[config.mk]
export PLATFORM = sky130hd
export DESIGN_NAME = hcbp_packer
export DESIGN_NICKNAME = d
export VERILOG_FILES = /design/src/rtl/core/hcbp_pkg.sv /design/src/rtl/core/hcbp_packer.sv
export SDC_FILE = /design/constraint.sdc
export NUM_CORES = 1
export LEC_CHECK = 0
export BUFFER_PORTS_ARGS = -buffer_cell sky130_fd_sc_hd__clkbuf_2
export CAP_MARGIN = 20
export CORE_MARGIN = 4
export CORE_UTILIZATION = 50
export DETAILED_ROUTE_END_ITERATION = 8
export PLACE_DENSITY = 0.76
export SYNTH_ARGS = -nofsm -noshare
export SYNTH_HDL_FRONTEND = slang
export SYNTH_SLANG_ARGS = --single-unit
[constraint.sdc]
create_clock -name clk -period 6.2 [get_ports clk]
set_input_delay 0.31 -clock clk [delete_from_list [all_inputs] [get_ports clk]]
set_output_delay 0.31 -clock clk [all_outputs]
set_load 0.02 [all_outputs]
[src/rtl/core/hcbp_pkg.sv]
// Shared types and constants of the Huffman code bit packer.
package hcbp_pkg;

    localparam int CODE_BITS = 32;
    localparam int LEN_BITS  = 6;
    localparam int ACC_BITS  = 64;
    localparam int OUT_BITS  = 32;

    typedef enum logic [1:0] {
        OP_LOAD   = 2'd0,
        OP_ENCODE = 2'd1,
        OP_FLUSH  = 2'd2
    } op_t;

    typedef struct packed {
        logic [CODE_BITS-1:0] code;
        logic [LEN_BITS-1:0]  len;
    } entry_t;

    // Control of the item held in the lookup stage
    typedef struct packed {
        logic       valid;
        logic [1:0] op;
        logic       in_range;
    } stage_t;

endpackage

[src/rtl/core/hcbp_packer.sv]
// Bit accumulator, word emission and output register.
module hcbp_packer
    import hcbp_pkg::*;
#(
    parameter int WORD_BITS = 32
)
(
    input  logic                clk,
    input  logic                rst_n,
    input  stage_t              stage,
    input  entry_t              entry,
    output logic                advance,
    output logic                m_tvalid,
    input  logic                m_tready,
    output logic [OUT_BITS-1:0] m_tdata,    // packed_word[31:0]
    output logic                m_tlast     // is_final
);

    localparam logic [OUT_BITS-1:0] WORD_MASK = {OUT_BITS{1'b1}} >> (OUT_BITS - WORD_BITS);
    localparam logic [LEN_BITS-1:0] WORD_LEN  = LEN_BITS'(WORD_BITS);

    logic [ACC_BITS-1:0] acc_reg, acc_next;
    logic [LEN_BITS-1:0] pend_reg, pend_next;
    logic                out_valid_reg, out_valid_next;
    logic [OUT_BITS-1:0] out_word_reg, out_word_next;
    logic                out_last_reg, out_last_next;

    logic [ACC_BITS-1:0] merged;
    logic [LEN_BITS-1:0] sum;
    logic                do_enc;
    logic                emit;
    logic                step;

    assign advance = !stage.valid || !out_valid_reg || m_tready;
    assign step    = stage.valid && advance;

    assign merged = acc_reg | ({{(ACC_BITS-CODE_BITS){1'b0}}, entry.code} << pend_reg);
    assign sum    = pend_reg + entry.len;
    assign do_enc = stage.in_range && (entry.len != '0);

    always_comb
    begin
        acc_next      = acc_reg;
        pend_next     = pend_reg;
        emit          = 1'b0;
        out_word_next = out_word_reg;
        out_last_next = out_last_reg;
        if (step)
        begin
            unique case (stage.op)
                OP_ENCODE:
                begin
                    if (do_enc)
                    begin
                        if (sum >= WORD_LEN)
                        begin
                            emit          = 1'b1;
                            out_word_next = merged[OUT_BITS-1:0] & WORD_MASK;
                            out_last_next = 1'b0;
                            acc_next      = merged >> WORD_BITS;
                            pend_next     = sum - WORD_LEN;
                        end
                        else
                        begin
                            acc_next  = merged;
                            pend_next = sum;
                        end
                    end
                end
                OP_FLUSH:
                begin
                    if (pend_reg != '0)
                    begin
                        emit          = 1'b1;
                        out_word_next = acc_reg[OUT_BITS-1:0] & WORD_MASK;
                        out_last_next = 1'b1;
                        acc_next      = '0;
                        pend_next     = '0;
                    end
                end
                default:
                begin
                    // load and unused codes leave the accumulator alone
                    acc_next = acc_reg;
                end
            endcase
        end
    end

    always_comb
    begin
        priority if (emit)
        begin
            out_valid_next = 1'b1;
        end
        else if (m_tready)
        begin
            out_valid_next = 1'b0;
        end
        else
        begin
            out_valid_next = out_valid_reg;
        end
    end

    always_ff @(posedge clk or negedge rst_n)
    begin
        if (!rst_n)
        begin
            acc_reg       <= '0;
            pend_reg      <= '0;
            out_valid_reg <= 1'b0;
        end
        else
        begin
            acc_reg       <= acc_next;
            pend_reg      <= pend_next;
            out_valid_reg <= out_valid_next;
        end
    end

    always_ff @(posedge clk)
    begin
        out_word_reg <= out_word_next;
        out_last_reg <= out_last_next;
    end

    assign m_tvalid = out_valid_reg;
    assign m_tdata  = out_word_reg;
    assign m_tlast  = out_last_reg;

endmodule
==> Word-level counts from Yosys, hierarchy flattened <==
Cells that the tools add are included.
{ "word_totals": {"wordCells": 50, "out_inout_bits": 35, "regBits": 104} }
{ "classes": {"n_eq_ne": 5, "order_cmp": 1, "reduce_logical": 12, "addsub": 2, "mux": 23, "n_shift": 1, "bitwise": 1} }
{ "ops": {"columns": ["op", "count"], "rows": [
  ["64-bit 2-to-1 mux", 3],
  ["64-bit case mux with 2 select lines", 1],
  ["32-bit 2-to-1 mux", 3],
  ["64-bit bitwise OR", 1],
  ["32-bit case mux with 2 select lines", 1],
  ["32-bit by 6-bit << shifter with 64-bit output", 1],
  ["6-bit 2-to-1 mux", 3],
  ["6-bit case mux with 2 select lines", 1],
  ["6-bit nonzero test", 2],
  ["1-bit 2-to-1 mux", 9],
  ["6-bit adder", 1],
  ["6-bit greater-or-equal comparator, second input constant", 1],
  ["2-bit != test, second input constant", 3],
  ["6-bit subtractor, second input constant", 1],
  ["5-bit AND reduction", 1],
  ["1-bit case mux with 2 select lines", 2],
  ["4-bit AND reduction", 1],
  ["2-bit nonzero test", 2],
  ["2-bit by 1-bit == test with 1-bit output, second input constant", 1],
  ["2-bit == test, second input constant", 1],
  ["1-bit logical AND", 2],
  ["1-bit zero test", 2],
  ["1-bit logical OR", 2]
]} }

==> Logic depth before layout (Yosys ltp) <==
Gate-level depths: netlist (run 1).
{ "depth": {"word_depth": 7, "mapped_depth": 10} }

==> Worst setup path after synthesis (run 1) <==
OpenSTA, ideal clock, no wires.
{ "synth_path": {"path_kind": "reg2reg", "from": "register pend_reg[3]", "to": "register out_word_reg[0], in the netlist m_tdata[0] (enable)", "setup_ns": 0.473, "t_arrival_ns": 4.300, "path_stages_with_launch": 7, "setup_slack_ns": 1.427, "n_path_buf": 0, "required_ns": 5.727, "synth_period_minus_slack_ns": 4.773, "path_cell_list": "dfrtp_1 -> ha_1 -> a21o_1 -> and2_1 -> nor4_1 -> nor2_1 -> a211oi_1"} }
{ "synth_between": {"elab_chain_cells": 4, "elab_cells_between_ends": 6} }
{ "synth_lines": {"columns": ["element", "line", "text"], "rows": [
  ["start, declared", "hcbp_packer.sv:23", "logic [LEN_BITS-1:0] pend_reg, pend_next;"],
  ["start signal, assigned", "hcbp_packer.sv:117", "pend_reg <= pend_next;"],
  ["6-bit adder", "hcbp_packer.sv:38", "assign sum = pend_reg + entry.len;"],
  ["6-bit greater-or-equal comparator", "hcbp_packer.sv:55", "if (sum >= WORD_LEN)"],
  ["2-bit != test (no source line)", null, null],
  ["5-bit AND reduction (no source line) (*)", null, null],
  ["end signal, assigned", "hcbp_packer.sv:124", "out_word_reg <= out_word_next;"],
  ["end, declared", "hcbp_packer.sv:25", "logic [OUT_BITS-1:0] out_word_reg, out_word_next;"]
]} }
Every way passes the cells marked *; elsewhere a longest branch is shown, timed or not.
A chain may end at the register's enable or synchronous reset.

==> Final worst setup path (run 1) <==
{ "layout_path": {"from": "register pend_reg[1]", "to": "register out_word_reg[2], in the netlist m_tdata[2] (enable)"} }
The elaborated chain is that of the path after synthesis.

==> results of run 1 <==
==> path summary, 6_finish.rpt <==
| check | endpoint | slack [ps] | cells past startpoint |
|---|---|---|---|
| max in group asynchronous | pend_reg[0]$_DFFE_PN0P_ | 5400 | 1 |
| worst max register to register | m_tdata[2]$_DFFE_PP_ | 2310 | 7 |
| worst min-delay path | acc_reg[3]$_DFFE_PN0P_ | 120 | 1 |
| worst max-delay path | m_tdata[2]$_DFFE_PP_ | 2310 | 7 |
| worst min register to register | acc_reg[52]$_DFFE_PN0P_ | 490 | 2 |
| min in group clk | m_tvalid$_DFFE_PN0P_ | 300 | 3 |
==> logic make-up after synthesis <==
kind of cell / share of synthesized area (%)
AO/OA/AOI/OAI: 27.8
XOR/XNOR: 0.464
adder cells (fa/ha/maj): 1.42
buffers and inverters: 4.80
flip-flops: 36.6
multiplexers: 13.8
AND/OR/NAND/NOR: 15.1
==> power by group <==
group / switching [mW] / internal, mW
combinational: 1.91 / 1.03
clock: 0.280 / 0.359
sequential: 0.183 / 0.958
==> layout make-up <==
cell class / count / area, um^2
clock buffers: 9 / 225
clock inverters: 7 / 103
fillers: 1300 / 6290
inverters: 21 / 78.8
multi-input cells: 624 / 4440
flip-flops and latches: 104 / 2770
well taps: 184 / 230
repair buffers: 94 / 510
==> cells in the final DEF (no fill, tap or decap), types with 10 or more instances in the layout <==
cell type / count
edfxtp_1: 33
clkbuf_2: 78
inv_1: 17
mux4_2: 17
mux2_2: 21
buf_4: 16
mux2i_1: 36
a211oi_1: 15
nand3_1: 14
a21oi_1: 47
nor3_1: 22
dfrtp_1: 70
a22o_1: 10
a31oi_1: 11
o221ai_1: 12
a22oi_1: 15
nor2_1: 55
o22ai_1: 31
a21o_1: 24
nand2_1: 88
o21ai_0: 37
==> layer usage <==
metal	track usage (%)	share of wire, %
met1	45.2	38
met2	47.4	43
met3	7.24	13
met4	15.0	5.9
met5	0	0
==> metrics by stage <==
step           cells  area (um^2)  utilization [%]  power, mW
5_1_grt         1043         8360             57.1       4.89
3_5_place_dp    1027         8030             54.8       3.93
4_1_cts         1043         8360             57.1       4.57
3_3_place_gp    1027         8030             54.8       3.92
6_report        1043         8360             57.1       4.71
2_1_floorplan    801         7560                -       3.09
==> synthesized netlist by cell type, drive strengths merged (10+ instances only) <==
cell,n,share of area (%)
nand2,88,4.4
dfrtp,71,24
nor2,58,3.0
a21oi,48,3.2
o21ai,42,2.8
mux2i,37,4.9
edfxtp,33,13
buf,32,2.8
o22ai,32,2.7
mux2,25,3.8
a21o,24,2.4
nor3,24,1.7
clkbuf,20,0.99
a211oi,19,2.1
inv,19,0.94
mux4,17,5.1
a22oi,15,1.5
nand3,14,0.93
o221ai,14,1.8
a31oi,11,0.91
a22o,10,1.2
==> flow_summary.json, run 1 <==
{
  "grt_pass1_vias": 7112,
  "finalSetupTns_ps": 0,
  "setup_ws_ps": 2310,
  "synth_cells": 801,
  "vdd_drop_max_uv": 269,
  "grt-ovfl-total": 0,
  "critPathKind": "register to register",
  "clkSlewWorstSetupHoldPaths_ps": 80,
  "ys.flop_type": "dfrtp_1",
  "avgSynthCellArea_um2": 9.44,
  "cts_hold_buf": 0,
  "grt_pass1_wl_um": 42000,
  "ys_seq_area_share_pct": 36.6,
  "cts_sinks": 104,
  "dp_worst_setup_slack_ps": 2430,
  "crit_chain": "ha_1 > a21oi_1 > nor2_1 > nor4_1 > nor2_1 > a211oi_4 > buf_4",
  "initialDrtViolationCount": 1367,
  "cp.arrival_ps": 3890,
  "root_buffer": "clkbuf_16",
  "post-route-period-util_pct": 62.7,
  "h-tree-depth": 3,
  "cp-start-kind": "register",
  "dieArea_um2": 17100,
  "finClkSkew_ps": 13.0,
  "wire_per_inst_um": 26.5,
  "yosys_warnings": 0,
  "critPathLaunch": "pend_reg[1]$_DFFE_PN0P_",
  "leakagePower_nw": 3.43,
  "nets": 907,
  "first_pass_iters": 6,
  "cts_tree": "done",
  "die_y_um": 131,
  "grt_usage_pct": 32.2,
  "synth_nets": 854,
  "grt_setup_unrepaired": "false",
  "slowest_stage": "dfrtp_1",
  "totalWireLength_um": 27600,
  "crit_family": "simple AND/OR/NAND/NOR gates",
  "num_vias": 7628,
  "synthArstFlopShare_pct": 68.3,
  "slew_headroom_pct": 19.3,
  "drcViolationCount": 0,
  "worstSetupEndpointType": "register",
  "port_buffers": 79,
  "hold_violations": 0,
  "viasPerCell": 7.31,
  "post_cts_resized": 0,
  "crit_top_cell": "nor2_1",
  "min_period_ps": 3890,
  "cts_max_path_buffers": 2,
  "rows": 44,
  "antenna_left": 0,
  "crit_required_ps": 6200,
  "diodes": 0,
  "cap_violations": 0,
  "die_w_um": 131,
  "p_per_area_nw_per_um2": 564,
  "status": "finished, final reports clean",
  "path_buf_inv": 1,
  "ys_seq_elements": 104,
  "ios": 80,
  "synth_edf_count": 33,
  "core_area_um2": 14600,
  "antenna_found_initial": 0,
  "r2r-start": "pend_reg[1]$_DFFE_PN0P_",
  "final-max-slew-violation-count": 0,
  "gp_congestion": 1.07,
  "crit_fanout": 33,
  "synth_cell_types": 88,
  "postCtsSetupBuffers": 0,
  "initial_core_util_pct": 51.6,
  "final_layout_size_suffix_gt1_share_pct": 21.1,
  "worst_pin_slew_ps": 1200,
  "max_stage_delay_ps": 1020,
  "syn_to_final_growth_pct": 10.6,
  "dp_hpwl_um": 20100,
  "min_path_type": "primary input to async pin",
  "cts_buffers": 9,
  "grt_max_degree": 72,
  "clk_latency_ps": 360,
  "fmax_ghz": 0.257,
  "syn-cell-area_um2": 7560,
  "largest_reg_flops": 64,
  "finalSetupViolCount": 0,
  "hold_slack_ps": 116
}
Power figures use the tool's default switching activity.
==> run 2: changes to the inputs <==
- PLACE_DENSITY: 0.76 -> 0.78
- clock period: 6.2 -> 3.31 ns (I/O delays scaled with it)
==> run 2 against run 1 <==
  * Total power rose by 91%
  * Critical endpoint is now acc_reg[17]$_DFFE_PN0P_
  * Via count increased by 1.6%
  * First-iteration DRC count down 11%
  * Maximum frequency increased by 25%
  * Clock power increased by 75%
  * Die area stayed put
  * Non-clock buffer count increased by 39
  * Sequential share of layout area shrank 1.1 points
  * Critical path depth unchanged
==> flow_summary.json, run 2 (same netlist as run 1, synthesis figures left out) <==
{
  "totalWireLength_um": 27900,
  "cp-start-kind": "register",
  "rr_endpoint": "acc_reg[17]$_DFFE_PN0P_",
  "cts_max_path_buffers": 2,
  "finalSetupTns_ps": 0,
  "nets": 946,
  "gp_congestion": 1.07,
  "grt_pass1_vias": 7389,
  "clkSlewWorstSetupHoldPaths_ps": 80,
  "crit_required_ps": 3520,
  "worstSetupEndpointType": "register",
  "min_path_type": "primary input to register",
  "busiest_layer": "met2",
  "r2r_setup_slack_ps": 200,
  "min_period_ps": 3110,
  "num_vias": 7752,
  "grt_usage_pct": 33.1,
  "cts_tree": "done",
  "cap_violations": 0,
  "finalPower_mw": 9.02,
  "initial_core_util_pct": 51.6,
  "holdPathEnd": "m_tvalid$_DFFE_PN0P_",
  "slew_headroom_pct": 26.3,
  "post-route-period-util_pct": 94.0,
  "drcViolationCount": 0,
  "clk_latency_ps": 360,
  "dp_hpwl_um": 21000,
  "core_area_um2": 14600,
  "viasPerCell": 7.16,
  "fmax_ghz": 0.321,
  "cts_buffers": 9,
  "rows": 44,
  "grt_max_degree": 72,
  "largest_reg_flops": 64,
  "use_met2_pct": 50.5,
  "antenna_left": 0,
  "min-delay-start": "m_tready",
  "cts_sinks": 104,
  "grt_util_met3_pct": 7.68,
  "diodes": 0,
  "syn_to_final_growth_pct": 14.4,
  "antenna_found_initial": 0,
  "fin_util_pct": 59.0,
  "final_layout_size_suffix_gt1_share_pct": 24.3,
  "place_area_um2": 8320,
  "die_w_um": 131,
  "first_pass_iters": 6,
  "root_buffer": "clkbuf_16",
  "holdPathStages": 3,
  "final_cell_mix": "nand2_1, clkbuf_2, dfrtp_1",
  "port_buffers": 79,
  "crit_fanout": 22,
  "hold_violations": 0,
  "ios": 80,
  "h-tree-depth": 3,
  "leakagePower_nw": 3.63,
  "design_area_um2": 8650,
  "status": "finished, final reports clean",
  "initialDrtViolationCount": 1218,
  "p_per_area_nw_per_um2": 1040,
  "wire_per_inst_um": 25.8,
  "final_common_cell": "nand2_1",
  "grt-ovfl-total": 0,
  "dieArea_um2": 17100,
  "critPathKind": "register to register",
  "grt_setup_unrepaired": "false",
  "grt_pass1_wl_um": 43000,
  "final-max-slew-violation-count": 0,
  "r2r-start": "pend_reg[0]$_DFFE_PN0P_",
  "reg2regPathDepth": 7,
  "vdd_drop_max_uv": 642,
  "cp.arrival_ps": 3320,
  "die_y_um": 131,
  "worst_pin_slew_ps": 1100,
  "finClkSkew_ps": 14.4,
  "finalSetupViolCount": 0,
  "grtUsageMet1_pct": 44.0
}
-- run 2: final cells by class --
class / count / area (um^2)
Fill cell: 1296 / 6000
Multi-Input combinational cell: 624 / 4440
Sequential cell: 104 / 2770
Timing Repair Buffer: 133 / 818
Clock buffer: 12 / 256
Tap cell: 184 / 230
Inverter: 21 / 78.8
Clock inverter: 4 / 52.6
-- run 2: how the worst max path moves through the flow --
stage | start | endpoint
detailed placement | pend_reg[0]$_DFFE_PN0P_ | acc_reg[17]$_DFFE_PN0P_
finish | pend_reg[0]$_DFFE_PN0P_ | acc_reg[17]$_DFFE_PN0P_
CTS | pend_reg[0]$_DFFE_PN0P_ | acc_reg[17]$_DFFE_PN0P_
global route | pend_reg[0]$_DFFE_PN0P_ | acc_reg[17]$_DFFE_PN0P_
floorplan | pend_reg[3]$_DFFE_PN0P_ | m_tdata[0]$_DFFE_PP_
global placement | pend_reg[0]$_DFFE_PN0P_ | acc_reg[17]$_DFFE_PN0P_
-- run 2: where the power goes --
group	total [mW]	leakage [nW]	internal [mW]	switching (mW)
clock network	1.12	0.153	0.631	0.490
logic	5.81	2.23	2.16	3.65
registers	2.09	1.25	1.80	0.292
total	9.02	3.63	4.59	4.43
-- run 2: worst max-delay path: stages, from the launching register on --
cell       delay, ps
dfrtp_2          680
ha_1             300
a21oi_1          120
or2_2            330
a31oi_1          420
o21ai_0          270
a2111oi_0        750
a211oi_2          90
-- run 2: repair_timing --
item	4_1_cts	5_1_grt
gates resized for setup	0	0
hold buffers	1	0
endpoints found under the hold margin	61	0
setup buffers	0	0
-- run 2: through the flow --
| stage | hold slack (ps) | std cells | setup WS (ps) |
|---|---|---|---|
| after CTS | 126 | 1081 | 227 |
| after floorplan | -130 | 801 | 138 |
| after detailed placement | 369 | 1064 | 231 |
| after global placement | 369 | 1064 | 280 |
| final | 133 | 1082 | 198 |
| after global routing | 151 | 1082 | 38.9 |
-- run 2: layer usage --
| layer | part of all wire, % | routed length (um) |
|---|---|---|
| met5 | 0 | 0 |
| met4 | 6.0 | 1680 |
| met3 | 12 | 3470 |
| met2 | 44 | 12200 |
| met1 | 38 | 10600 |
